### config.mk
export PLATFORM = sky130hd
export DESIGN_NAME = tlb_page_table_translator_core
export DESIGN_NICKNAME = d
export VERILOG_FILES = /design/src/sv/tlbpt_pkg.sv /design/src/sv/tlbpt_ram.sv /design/src/sv/tlbpt_cam.sv /design/src/sv/tlb_page_table_translator_core.sv
export SDC_FILE = /design/constraint.sdc
export NUM_CORES = 2
export LEC_CHECK = 0
export ABC_AREA = 1
export BUFFER_PORTS_ARGS = -buffer_cell sky130_fd_sc_hd__buf_2
export CAP_MARGIN = 15
export CELL_PAD_IN_SITES_DETAIL_PLACEMENT = 1
export CELL_PAD_IN_SITES_GLOBAL_PLACEMENT = 1
export CORE_ASPECT_RATIO = 0.7
export CORE_UTILIZATION = 30
export DETAILED_ROUTE_END_ITERATION = 10
export PLACE_DENSITY = 0.59
export SYNTH_ARGS = -nofsm -noshare
export SYNTH_HDL_FRONTEND = slang
export SYNTH_SLANG_ARGS = --single-unit
### constraint.sdc
create_clock -name i_clk -period 16.76 [get_ports i_clk]
set_input_delay 4.19 -clock i_clk [delete_from_list [all_inputs] [get_ports i_clk]]
set_output_delay 4.19 -clock i_clk [all_outputs]
set_load 0.02 [all_outputs]
### src/sv/tlbpt_pkg.sv
// Shared types and fixed constants for the TLB and page table translator.
// No dependencies; imported by the translator top level.
`default_nettype none

package tlbpt_pkg;

    localparam int ADDR_W      = 16;
    localparam int FRAME_OUT_W = 8;
    localparam int CNT_W       = 32;
    localparam logic [CNT_W-1:0] CNT_MAX = '1;

    typedef enum logic [2:0] {
        ST_CLEAR,
        ST_IDLE,
        ST_QUO,
        ST_SPLIT,
        ST_PAGE,
        ST_LOOK,
        ST_MAP
    } t_state;

endpackage

`default_nettype wire

### src/sv/tlbpt_ram.sv
// Generic single-port-write, single-port-read RAM with a registered read.
// No dependencies.
`default_nettype none

module tlbpt_ram #(
    parameter int WIDTH = 9,
    parameter int DEPTH = 256
) (
    input  wire logic                     i_clk,
    input  wire logic                     i_we,
    input  wire logic [$clog2(DEPTH)-1:0] i_waddr,
    input  wire logic [WIDTH-1:0]         i_wdata,
    input  wire logic [$clog2(DEPTH)-1:0] i_raddr,
    output logic      [WIDTH-1:0]         o_rdata
);

    logic [WIDTH-1:0] r_mem [DEPTH];

    always_ff @(posedge i_clk) begin
        if (i_we) begin
            r_mem[i_waddr] <= i_wdata;
        end
        o_rdata <= r_mem[i_raddr];
    end

endmodule

`default_nettype wire

### src/sv/tlbpt_cam.sv
// Fully associative TLB with FIFO replacement, held in flip-flops.
// No dependencies; instantiated by the translator top level.
`default_nettype none

module tlbpt_cam #(
    parameter int ENTRIES = 16,
    parameter int TAG_W   = 8
) (
    input  wire logic             i_clk,
    input  wire logic             i_rst_n,
    input  wire logic             i_lookup,
    input  wire logic [TAG_W-1:0] i_lookup_page,
    output logic                  o_hit,
    output logic      [TAG_W-1:0] o_frame,
    input  wire logic             i_wr_en,
    input  wire logic [TAG_W-1:0] i_wr_page,
    input  wire logic [TAG_W-1:0] i_wr_frame
);

    localparam int IDX_W = $clog2(ENTRIES);

    logic             r_valid [ENTRIES];
    logic [TAG_W-1:0] r_tag   [ENTRIES];
    logic [TAG_W-1:0] r_frame [ENTRIES];
    logic [IDX_W-1:0] r_fill;

    logic [ENTRIES-1:0] w_match;
    logic               w_hit;
    logic [TAG_W-1:0]   w_frame;

    // Walk from the top down so the lowest-numbered matching slot wins.
    always_comb begin
        w_hit   = 1'b0;
        w_frame = '0;
        for (int i = ENTRIES - 1; i >= 0; i--) begin
            w_match[i] = r_valid[i] && (r_tag[i] == i_lookup_page);
            if (w_match[i]) begin
                w_hit   = 1'b1;
                w_frame = r_frame[i];
            end
        end
    end

    always_ff @(posedge i_clk) begin
        if (!i_rst_n) begin
            for (int i = 0; i < ENTRIES; i++) begin
                r_valid[i] <= 1'b0;
            end
            r_fill <= '0;
            o_hit  <= 1'b0;
        end else begin
            if (i_lookup) begin
                o_hit <= w_hit;
            end
            if (i_wr_en) begin
                r_valid[r_fill] <= 1'b1;
                if (r_fill == IDX_W'(ENTRIES - 1)) begin
                    r_fill <= '0;
                end else begin
                    r_fill <= r_fill + 1'b1;
                end
            end
        end
    end

    always_ff @(posedge i_clk) begin
        if (i_lookup) begin
            o_frame <= w_frame;
        end
        if (i_wr_en) begin
            r_tag[r_fill]   <= i_wr_page;
            r_frame[r_fill] <= i_wr_frame;
        end
    end

endmodule

`default_nettype wire

### src/sv/tlb_page_table_translator_core.sv
// Translator top level: address split, TLB lookup, page table RAM and frame allocation.
// Depends on tlbpt_pkg, tlbpt_cam and tlbpt_ram.
`default_nettype none

// A request is taken when start is high and busy is low. The address is split into page
// and offset in states ST_QUO, ST_SPLIT and ST_PAGE (two reciprocal multiplications and
// the remainders), the TLB and the page table RAM are read in ST_LOOK, and ST_MAP resolves
// hit, mapping or fault, refills the TLB on a miss and the page table on a fault; the result
// shows on the o_ ports with o_result_valid for one cycle as busy drops, and the block takes
// no new request before then. The receiver cannot stall.
// After reset the page table RAM is cleared one entry per cycle, so busy stays high
// until all PAGE_COUNT entries are cleared, and no request is taken before that.
module tlb_page_table_translator_core #(
    parameter int TLB_ENTRIES = 16,
    parameter int PAGE_BYTES  = 256,
    parameter int PAGE_COUNT  = 256
) (
    input  wire logic                               i_clk,
    input  wire logic                               i_rst_n,
    input  wire logic                               start,
    output logic                                    busy,
    input  wire logic [tlbpt_pkg::ADDR_W-1:0]       i_logical_address,
    output logic                                    o_result_valid,
    output logic      [tlbpt_pkg::ADDR_W-1:0]       o_physical_address,
    output logic      [tlbpt_pkg::FRAME_OUT_W-1:0]  o_frame_number,
    output logic                                    o_tlb_hit,
    output logic                                    o_page_fault,
    output logic      [tlbpt_pkg::CNT_W-1:0]        o_hits_so_far,
    output logic      [tlbpt_pkg::CNT_W-1:0]        o_faults_so_far
);

    import tlbpt_pkg::*;

    localparam int PAGE_W  = $clog2(PAGE_COUNT);
    localparam int OFF_W   = $clog2(PAGE_BYTES);
    localparam int QUO_MAX = 65535 / PAGE_BYTES;
    localparam int QUO_W   = $clog2(QUO_MAX + 1);

    // Address divided by PAGE_BYTES through an exact rounded-up reciprocal.
    localparam int S1   = ADDR_W + $clog2(PAGE_BYTES);
    localparam int M1_W = ADDR_W + 1;
    localparam int P1_W = ADDR_W + M1_W;
    localparam longint unsigned M1_FULL = ((64'd1 << S1) + PAGE_BYTES - 1) / PAGE_BYTES;
    localparam logic [M1_W-1:0] M1 = M1_W'(M1_FULL);

    // Quotient reduced modulo PAGE_COUNT the same way.
    localparam int S2   = QUO_W + $clog2(PAGE_COUNT);
    localparam int M2_W = QUO_W + 1;
    localparam int P2_W = S2 + QUO_W;
    localparam longint unsigned M2_FULL = ((64'd1 << S2) + PAGE_COUNT - 1) / PAGE_COUNT;
    localparam logic [M2_W-1:0] M2 = M2_W'(M2_FULL);

    t_state r_state, n_state;

    logic [ADDR_W-1:0] r_addr;
    logic [QUO_W-1:0]  r_quo;
    logic [QUO_W-1:0]  r_pq;
    logic [OFF_W-1:0]  r_offset;
    logic [PAGE_W-1:0] r_page;
    logic [PAGE_W-1:0] r_clr_addr;
    logic [PAGE_W:0]   r_next_free;
    logic [CNT_W-1:0]  r_hits;
    logic [CNT_W-1:0]  r_faults;

    logic [P1_W-1:0]   w_prod1;
    logic [P2_W-1:0]   w_prod2;
    logic [ADDR_W-1:0] w_off_full;
    logic [ADDR_W-1:0] w_page_full;

    logic              w_cam_hit;
    logic [PAGE_W-1:0] w_cam_frame;
    logic              w_tlb_wr;

    logic              w_ram_we;
    logic [PAGE_W-1:0] w_ram_waddr;
    logic [PAGE_W:0]   w_ram_wdata;
    logic [PAGE_W:0]   w_ram_rdata;
    logic              w_map_valid;

    logic              w_fault;
    logic [PAGE_W-1:0] w_alloc;
    logic [PAGE_W-1:0] w_frame;
    logic [31:0]       w_frame32;
    logic [31:0]       w_phys32;

    tlbpt_cam #(
        .ENTRIES (TLB_ENTRIES),
        .TAG_W   (PAGE_W)
    ) u_cam (
        .i_clk         (i_clk),
        .i_rst_n       (i_rst_n),
        .i_lookup      (r_state == ST_LOOK),
        .i_lookup_page (r_page),
        .o_hit         (w_cam_hit),
        .o_frame       (w_cam_frame),
        .i_wr_en       (w_tlb_wr),
        .i_wr_page     (r_page),
        .i_wr_frame    (w_frame)
    );

    // Each word holds a valid bit above the frame number.
    tlbpt_ram #(
        .WIDTH (PAGE_W + 1),
        .DEPTH (PAGE_COUNT)
    ) u_map (
        .i_clk   (i_clk),
        .i_we    (w_ram_we),
        .i_waddr (w_ram_waddr),
        .i_wdata (w_ram_wdata),
        .i_raddr (r_page),
        .o_rdata (w_ram_rdata)
    );

    assign w_prod1     = P1_W'(r_addr) * P1_W'(M1);
    assign w_prod2     = P2_W'(r_quo) * P2_W'(M2);
    assign w_off_full  = r_addr - ADDR_W'(r_quo) * ADDR_W'(PAGE_BYTES);
    assign w_page_full = ADDR_W'(r_quo) - ADDR_W'(r_pq) * ADDR_W'(PAGE_COUNT);

    assign w_map_valid = w_ram_rdata[PAGE_W];
    assign w_alloc     = (r_next_free < (PAGE_W + 1)'(PAGE_COUNT)) ?
                         r_next_free[PAGE_W-1:0] : '0;
    assign w_fault     = !w_cam_hit && !w_map_valid;
    assign w_frame     = w_cam_hit   ? w_cam_frame :
                         w_map_valid ? w_ram_rdata[PAGE_W-1:0] : w_alloc;
    assign w_frame32   = 32'(w_frame);
    assign w_phys32    = w_frame32 * 32'(PAGE_BYTES) + 32'(r_offset);

    assign busy = (r_state != ST_IDLE);

    always_comb begin
        n_state     = r_state;
        w_ram_we    = 1'b0;
        w_ram_waddr = r_page;
        w_ram_wdata = {1'b1, w_alloc};
        w_tlb_wr    = 1'b0;
        case (r_state)
            ST_CLEAR: begin
                w_ram_we    = 1'b1;
                w_ram_waddr = r_clr_addr;
                w_ram_wdata = '0;
                if (r_clr_addr == PAGE_W'(PAGE_COUNT - 1)) begin
                    n_state = ST_IDLE;
                end
            end
            ST_IDLE: begin
                if (start) begin
                    n_state = ST_QUO;
                end
            end
            ST_QUO:   n_state = ST_SPLIT;
            ST_SPLIT: n_state = ST_PAGE;
            ST_PAGE:  n_state = ST_LOOK;
            ST_LOOK:  n_state = ST_MAP;
            ST_MAP: begin
                w_ram_we = w_fault;
                w_tlb_wr = !w_cam_hit;
                n_state  = ST_IDLE;
            end
            default:  n_state = ST_IDLE;
        endcase
    end

    always_ff @(posedge i_clk) begin
        if (!i_rst_n) begin
            r_state        <= ST_CLEAR;
            r_clr_addr     <= '0;
            r_next_free    <= '0;
            r_hits         <= '0;
            r_faults       <= '0;
            o_result_valid <= 1'b0;
        end else begin
            r_state        <= n_state;
            o_result_valid <= (r_state == ST_MAP);
            if (r_state == ST_CLEAR) begin
                r_clr_addr <= r_clr_addr + 1'b1;
            end
            if (r_state == ST_MAP) begin
                if (w_cam_hit && r_hits != CNT_MAX) begin
                    r_hits <= r_hits + 1'b1;
                end
                if (w_fault) begin
                    if (r_faults != CNT_MAX) begin
                        r_faults <= r_faults + 1'b1;
                    end
                    if (r_next_free < (PAGE_W + 1)'(PAGE_COUNT)) begin
                        r_next_free <= r_next_free + 1'b1;
                    end
                end
            end
        end
    end

    // Datapath registers; the counters feed the result ports as they are updated.
    always_ff @(posedge i_clk) begin
        if (r_state == ST_IDLE && start) begin
            r_addr <= i_logical_address;
        end
        if (r_state == ST_QUO) begin
            r_quo <= w_prod1[S1 +: QUO_W];
        end
        if (r_state == ST_SPLIT) begin
            r_offset <= w_off_full[OFF_W-1:0];
            r_pq     <= w_prod2[S2 +: QUO_W];
        end
        if (r_state == ST_PAGE) begin
            r_page <= w_page_full[PAGE_W-1:0];
        end
        if (r_state == ST_MAP) begin
            o_physical_address <= w_phys32[ADDR_W-1:0];
            o_frame_number     <= w_frame32[FRAME_OUT_W-1:0];
            o_tlb_hit          <= w_cam_hit;
            o_page_fault       <= w_fault;
            o_hits_so_far      <= (w_cam_hit && r_hits != CNT_MAX) ? r_hits + 1'b1 : r_hits;
            o_faults_so_far    <= (w_fault && r_faults != CNT_MAX) ? r_faults + 1'b1 :
                                  r_faults;
        end
    end

    a_strobe_follows_map: assert property (@(posedge i_clk) disable iff (!i_rst_n)
        o_result_valid |-> $past(r_state == ST_MAP))
        else $error("result strobe without a resolve cycle");

    a_hit_excludes_fault: assert property (@(posedge i_clk) disable iff (!i_rst_n)
        o_result_valid |-> !(o_tlb_hit && o_page_fault))
        else $error("TLB hit reported together with a page fault");

    a_accept_starts_split: assert property (@(posedge i_clk) disable iff (!i_rst_n)
        (start && !busy) |=> (r_state == ST_QUO))
        else $error("accepted request did not enter the address split");

    a_ram_write_window: assert property (@(posedge i_clk) disable iff (!i_rst_n)
        w_ram_we |-> (r_state == ST_MAP || r_state == ST_CLEAR))
        else $error("page table written outside resolve or clearing");

    a_alloc_bound: assert property (@(posedge i_clk) disable iff (!i_rst_n)
        r_next_free <= (PAGE_W + 1)'(PAGE_COUNT))
        else $error("free frame pointer ran past the frame count");

endmodule

`default_nettype wire

### Word level (Yosys, flattened, before mapping)

Memory sizes are Yosys's and may differ from the RTL's. A register that Yosys moved wholly into a read port is not among the register bits.
Cells that the tools add are included.

* flip-flop bits (word level): 228
* bits in writable memories: 2576
* bits of input ports: 19
* output and inout bits: 92
* word-level logic and storage cells: 142
* memories: 4

* add/sub/neg operators: 7
* order comparisons: 1
* equality and inequality tests: 29
* multiplexer cells: 55
* reductions and logical operators: 27

Memory list
* u_map.r_mem: words 256, bits a word 9, rd ports 1, clocked after Yosys merged registers in 1, wr ports 1, line tlbpt_ram.sv:17 `logic [WIDTH-1:0] r_mem [DEPTH];`
* u_cam.r_frame: words 16, bits a word 8, rd ports 16, clocked after Yosys merged registers in 0, wr ports 1, line tlbpt_cam.sv:24 `logic [TAG_W-1:0] r_frame [ENTRIES];`
* u_cam.r_tag: words 16, bits a word 8, rd ports 16, clocked after Yosys merged registers in 0, wr ports 1, line tlbpt_cam.sv:23 `logic [TAG_W-1:0] r_tag [ENTRIES];`
* u_cam.r_valid: words 16, bits a word 1, rd ports 16, clocked after Yosys merged registers in 0, wr ports 16, line tlbpt_cam.sv:22 `logic r_valid [ENTRIES];`

Operator list (count)
* 8-bit two-way mux: 20
* 8-bit equality test: 16
* 32-bit by 1-bit adder with 32-bit output (second input constant): 2
* 32-bit two-way mux: 2
* 32-bit != test (second input constant): 2
* 1-bit two-way mux: 26
* 1-bit logical AND: 20
* 3-bit case mux with 6 select lines: 1
* 16-bit by 8-bit adder with 16-bit output: 1
* 9-bit by 1-bit adder with 9-bit output (second input constant): 1
* 3-bit equality test (second input constant): 3
* 9-bit < comparator (second input constant): 1
* 9-bit two-way mux: 1
* 8-bit by 1-bit adder with 8-bit output (second input constant): 1
* 8-bit equality test (second input constant): 1
* 4-bit two-way mux: 2
* 8-bit by 1-bit subtractor with 8-bit output (second input constant): 1
* 3-bit by 2-bit equality test with 1-bit output (second input constant): 2
* 3-bit two-way mux: 2
* 3-bit AND reduction: 2
* 4-bit by 1-bit adder with 4-bit output (second input constant): 1
* 4-bit equality test (second input constant): 1
* 2-bit != test (second input constant): 2
* 3-bit by 1-bit equality test with 1-bit output (second input constant): 1
* other kinds (6): 7

### Logic depth before layout (Yosys ltp)

An unclocked memory read counts as a cell.

* word-level depth: 19
* gate-level depth with buffers: 21
* mapped depth without buffers: 20

### Cells and area by module

From an unflattened synthesis, not the netlist that was laid out.

* cells, all modules: 10213
* area total of the unflattened synthesis: 116279.0 um^2

By module, submodules not included
* tlbpt_ram: instances 1, cells an instance 7826, area each 93519.7 um^2, seq. area each 69366.5 um^2
* tlbpt_cam: instances 1, cells an instance 1171, area each 12784.8 um^2, seq. area each 8348.0 um^2
* tlb_page_table_translator_core: instances 1, cells an instance 1216, area each 9974.6 um^2, seq. area each 5365.1 um^2

### Worst setup path before layout

OpenSTA, ideal clock, no wires.

* path type: register to register
* start: register r_state[0]
* end: memory u_map.r_mem[0][6], data pin
* library setup time: 2.102 ns
* arrival: 10.321 ns
* data required time: 14.658 ns
* slack: 4.337 ns
* cell stages (with the launch flop): 4
* buffers on the path: 1
* clock period less this slack: 12.423 ns
* path through: dfxtp_1 -> nor3_2 -> clkbuf_1 -> nor3_1

* longest elaborated chain between the ends: 2

Ends and longest elaborated chain
* start, declared: line tlb_page_table_translator_core.sv:53 `t_state r_state, n_state;`
* start signal, assigned: line tlb_page_table_translator_core.sv:172 `r_state <= n_state;`
* 3-bit zero test: line tlb_page_table_translator_core.sv:136 `case (r_state)`
* 9-bit two-way mux: line tlb_page_table_translator_core.sv:136
* via u_map.i_wdata[6]: line tlbpt_ram.sv:12 `input wire logic [WIDTH-1:0] i_wdata,`
* end, declared: line tlbpt_ram.sv:17

The timed path passes the listed nets, and every way through them passes these cells.

### Worst setup path in the final report

* start: register r_state[0]
* end: output busy

* longest elaborated chain between the ends: 1

Ends and longest elaborated chain
* 3-bit by 1-bit != test with 1-bit output: line tlb_page_table_translator_core.sv:128 `assign busy = (r_state != ST_IDLE);`
* end, declared: line tlb_page_table_translator_core.sv:21 `output logic busy,`

Every way passes these cells.

==> flow_summary.yaml <==
status:
  status: "complete, but fails checks"
  violations: "design-rule violations"
clock_network:
  clk_pin_slew_ns: 0.06
  cts_tree: "built"
  cts_resized: 0
  clock_latency_ns: 0.90
  htreeDepth: 5
  cts_hold_buffers: 0
  cts.sinks: 2805
  cts_buffers: 281
  cts-root-buf: "clkbuf_16"
  cts_buffer_depth: 4
  postCtsSetupBuffers: 0
critical_path:
  crit_start: "r_state[0]"
  reg2regPathDepth: 14
  cp_cell_sequence: "inv_1 > nor2_1 > nand2_1 > buf_2"
  reg2reg_slack_ns: 10.81
  endpoint: "busy"
  cp.arrival_ns: 1.93
  crit_family: "flip-flops"
  cp_max_fo: 6
  r2r-start: "r_page[0]"
  cp_slowest_stage_delay_ns: 0.52
  crit_cells: 4
  crit_required_ns: 12.57
  worst_path_max_delay_cell: "dfxtp_1"
  cp-end-kind: "output pin"
  crit_buf_inv: 2
  critical_path_class: "flip-flop to output pin"
  start_kind: "flip-flop"
  r2r_end: "u_map.o_rdata[6]"
floorplanning:
  start_util_pct: 30.2
  die_w_microns: 736
  die_h_microns: 516
  ios: 111
  die_area_sq_um: 379000
  coreArea_sq_um: 375000
  std_cell_rows: 188
logic_synthesis:
  syn_nets: 9357
  synth_async_sr_flop_share_pct: 0
  synth_top_area_cell: "edfxtp_1"
  synth_edf_count: 2690
  synthFlopType: "edfxtp_1"
  syn_area_sq_um: 113000
  ys_seq_elements: 2805
  ys_top_cells_by_area: "edfxtp_1, o21ai_0, nor2_1"
  postSynthAreaPerCell_sq_um: 12.1
  yosysWarnings: 0
  synthCells: 9330
  synth_top_area_share_pct: 71.5
  ys_seq_area_share_pct: 73.5
  yosysUniqueCellTypes: 51
final_layout:
  fin_cells: 14500
  synthToLayoutAreaGrowth_pct: 12.8
  layout.nets: 9288
  layout-drive-gt1-share_pct: 7.55
run:
  cap_violations: 0
global_routing:
  grt_pass1_vias: 76400
  overflow: 0
  grt_max_degree: 200
  grt_usage_pct: 18.8
  grt_pass1_wl_microns: 536000
  grt_antenna_before_repair: 16
route:
  final_antenna_net_count: 0
  first_pass_iters: 9
  drt-initial-drc-count: 7734
  vias: 76300
  wl_per_cell_microns: 25.5
  via_per_inst: 5.26
  routed_wl_microns: 369000
  drc: 6
timing:
  post-route-period-util_pct: 36.5
  rsz0062_at_grt: "no"
  fmaxAchievable_ghz: 0.164
  final_hold_viol_count: 0
  finClkSkew_ns: 0.0813
  tightest_slew_ns: 1.28
  final_max_slew_viol_count: 0
  finalCriticalPeriod_ns: 6.12
  slew_headroom_pct: 14.5
  setup_viol: 0
  tns_ns: 0
placed_design:
  hpwlAfterDp_microns: 211000
  portBuffers: 110
  routabilityCongestion: 0.803
  dp.cells: 14000
pwr:
  leakage_nw: 39.0
  p_per_area_nw_per_um2: 108
  ir_drop_v: 0.0000826
worst_hold_path:
  hp-class: "flip-flop to flip-flop"
==> cells in the final DEF (no fill, tap or decap), drive strengths merged, types with 2 or more instances in the layout <==
cell type,netlist,routed
clkinvlp,0,4
o21ai,1294,1294
nor2,1672,1672
o2111ai,6,6
a41oi,2,2
nor4,23,23
edfxtp,2690,2690
nand4,26,26
clkinv,3,112
o21bai,9,9
dfxtp,115,115
xor2,79,79
bufinv,0,10
or2,23,23
clkbuf,451,353
a2111oi,3,3
a211oi,7,7
a21oi,133,133
diode,0,4
nor3b,8,8
nand3b,4,4
xnor2,18,18
nor3,68,68
buf,165,263
nand2,999,999
ha,8,8
nand3,643,643
o211ai,5,5
a31oi,2,2
o22ai,597,597
inv,271,283
==> worst reg2reg max path: cells and delay by family (launching register included) <==
| kind | cells | cell delay, ns |
|---|---|---|
| buf+inv | 5 | 3.51 |
| simple gates | 6 | 1.10 |
| compound gates | 3 | 0.88 |
| flops | 1 | 0.41 |
==> per-layer routing <==
metal  track usage [%]  wire (microns)  vias to the layer above
li1                  -               -                    33600
met1              28.4          176000                    39800
met2              28.2          160000                     2402
met3              3.16           25200                      468
met4              4.25            7950                        4
met5                 0              34                        -
==> report_power, final <==
part,switching (W),internal [W]
Combinational,0.0000472,0.00000850
Clock,0.00275,0.00333
Sequential,0.00000229,0.00757
Total,0.00280,0.0109
==> cells in the mapped netlist, types with 2 or more instances <==
cell          n
nor3b_1       8
xor2_1       79
nand3_1     638
clkbuf_1    451
buf_1        79
xnor2_1      18
a2111oi_0     2
inv_2        13
buf_4        13
nor2_2        6
nor4_1       20
a21oi_1     130
edfxtp_1   2690
ha_1          8
nor3_1       60
nor4_2        2
dfxtp_1     115
inv_1       258
a31oi_1       2
nor2_1     1665
o2111ai_1     6
a211oi_1      7
nor3_4        3
a21oi_2       2
nand2_1     997
nor3_2        5
o21bai_1      9
nand4_1      26
o211ai_1      5
o22ai_1     597
a41oi_1       2
or2_1         9
nand2_2       2
buf_2        73
clkinv_1      3
nand3b_1      4
nand3_2       5
or2_2        14
o21ai_0    1292
==> metrics by stage <==
step | power (W) | cell area, sq um | utilization, % | setup slack, ns | hold WS [ns]
after global placement | 0.00778 | 119000 | 31.7 | 10.64 | 0.407
final | 0.0137 | 127000 | 34.0 | 10.64 | 0.415
after CTS | 0.0138 | 127000 | 34.0 | 10.56 | 0.420
after floorplan | 0.00774 | 113000 | - | 4.34 | 0.400
after detailed placement | 0.00778 | 119000 | 31.7 | 10.66 | 0.406
after global routing | 0.0140 | 127000 | 34.0 | 10.48 | 0.430
==> area by class of cell <==
class / count / area [sq um]
fill: 40200 / 247000
sequential: 2805 / 83100
multi-input combinational: 5635 / 26600
clock buffer: 352 / 7520
tap: 5035 / 6300
timing repair buffer: 264 / 1990
inverter: 274 / 1070
clock inverter: 135 / 918
antenna: 4 / 10.0
==> cells by family after synthesis <==
group | share of synthesized area (%)
fa+ha+maj | 0.0886
flops | 73.5
xor+xnor | 0.752
buf+inv | 3.08
mux | 0.00886
compound gates | 9.92
simple gates | 12.6
==> flip-flops by register name, indices dropped and copies added (netlist names) <==
name / flops
o_faults_so_far: 32
o_hits_so_far: 32
o_page_fault: 1
o_physical_address: 16
o_result_valid: 1
o_tlb_hit: 1
r_addr: 16
r_clr_addr: 8
r_faults: 32
r_hits: 32
r_next_free: 9
r_offset: 8
r_page: 8
r_quo: 8
r_state: 3
u_cam.o_frame: 8
u_cam.o_hit: 1
u_cam.r_fill: 4
u_cam.r_frame: 128
u_cam.r_tag: 128
u_cam.r_valid: 16
u_map.o_rdata: 9
u_map.r_mem: 2304
==> worst min path at each step <==
| stage | from | endpoint | depth (start not counted) |
|---|---|---|---|
| floorplan | r_offset[0] | o_physical_address[0] | 0 |
| global placement | r_offset[2] | o_physical_address[2] | 0 |
| detailed placement | r_quo[6] | r_page[6] | 0 |
| CTS | r_quo[6] | r_page[6] | 0 |
| global route | r_quo[2] | r_page[2] | 0 |
| finish | r_offset[4] | o_physical_address[4] | 0 |
No activity file was read; power rests on OpenSTA's default activity.
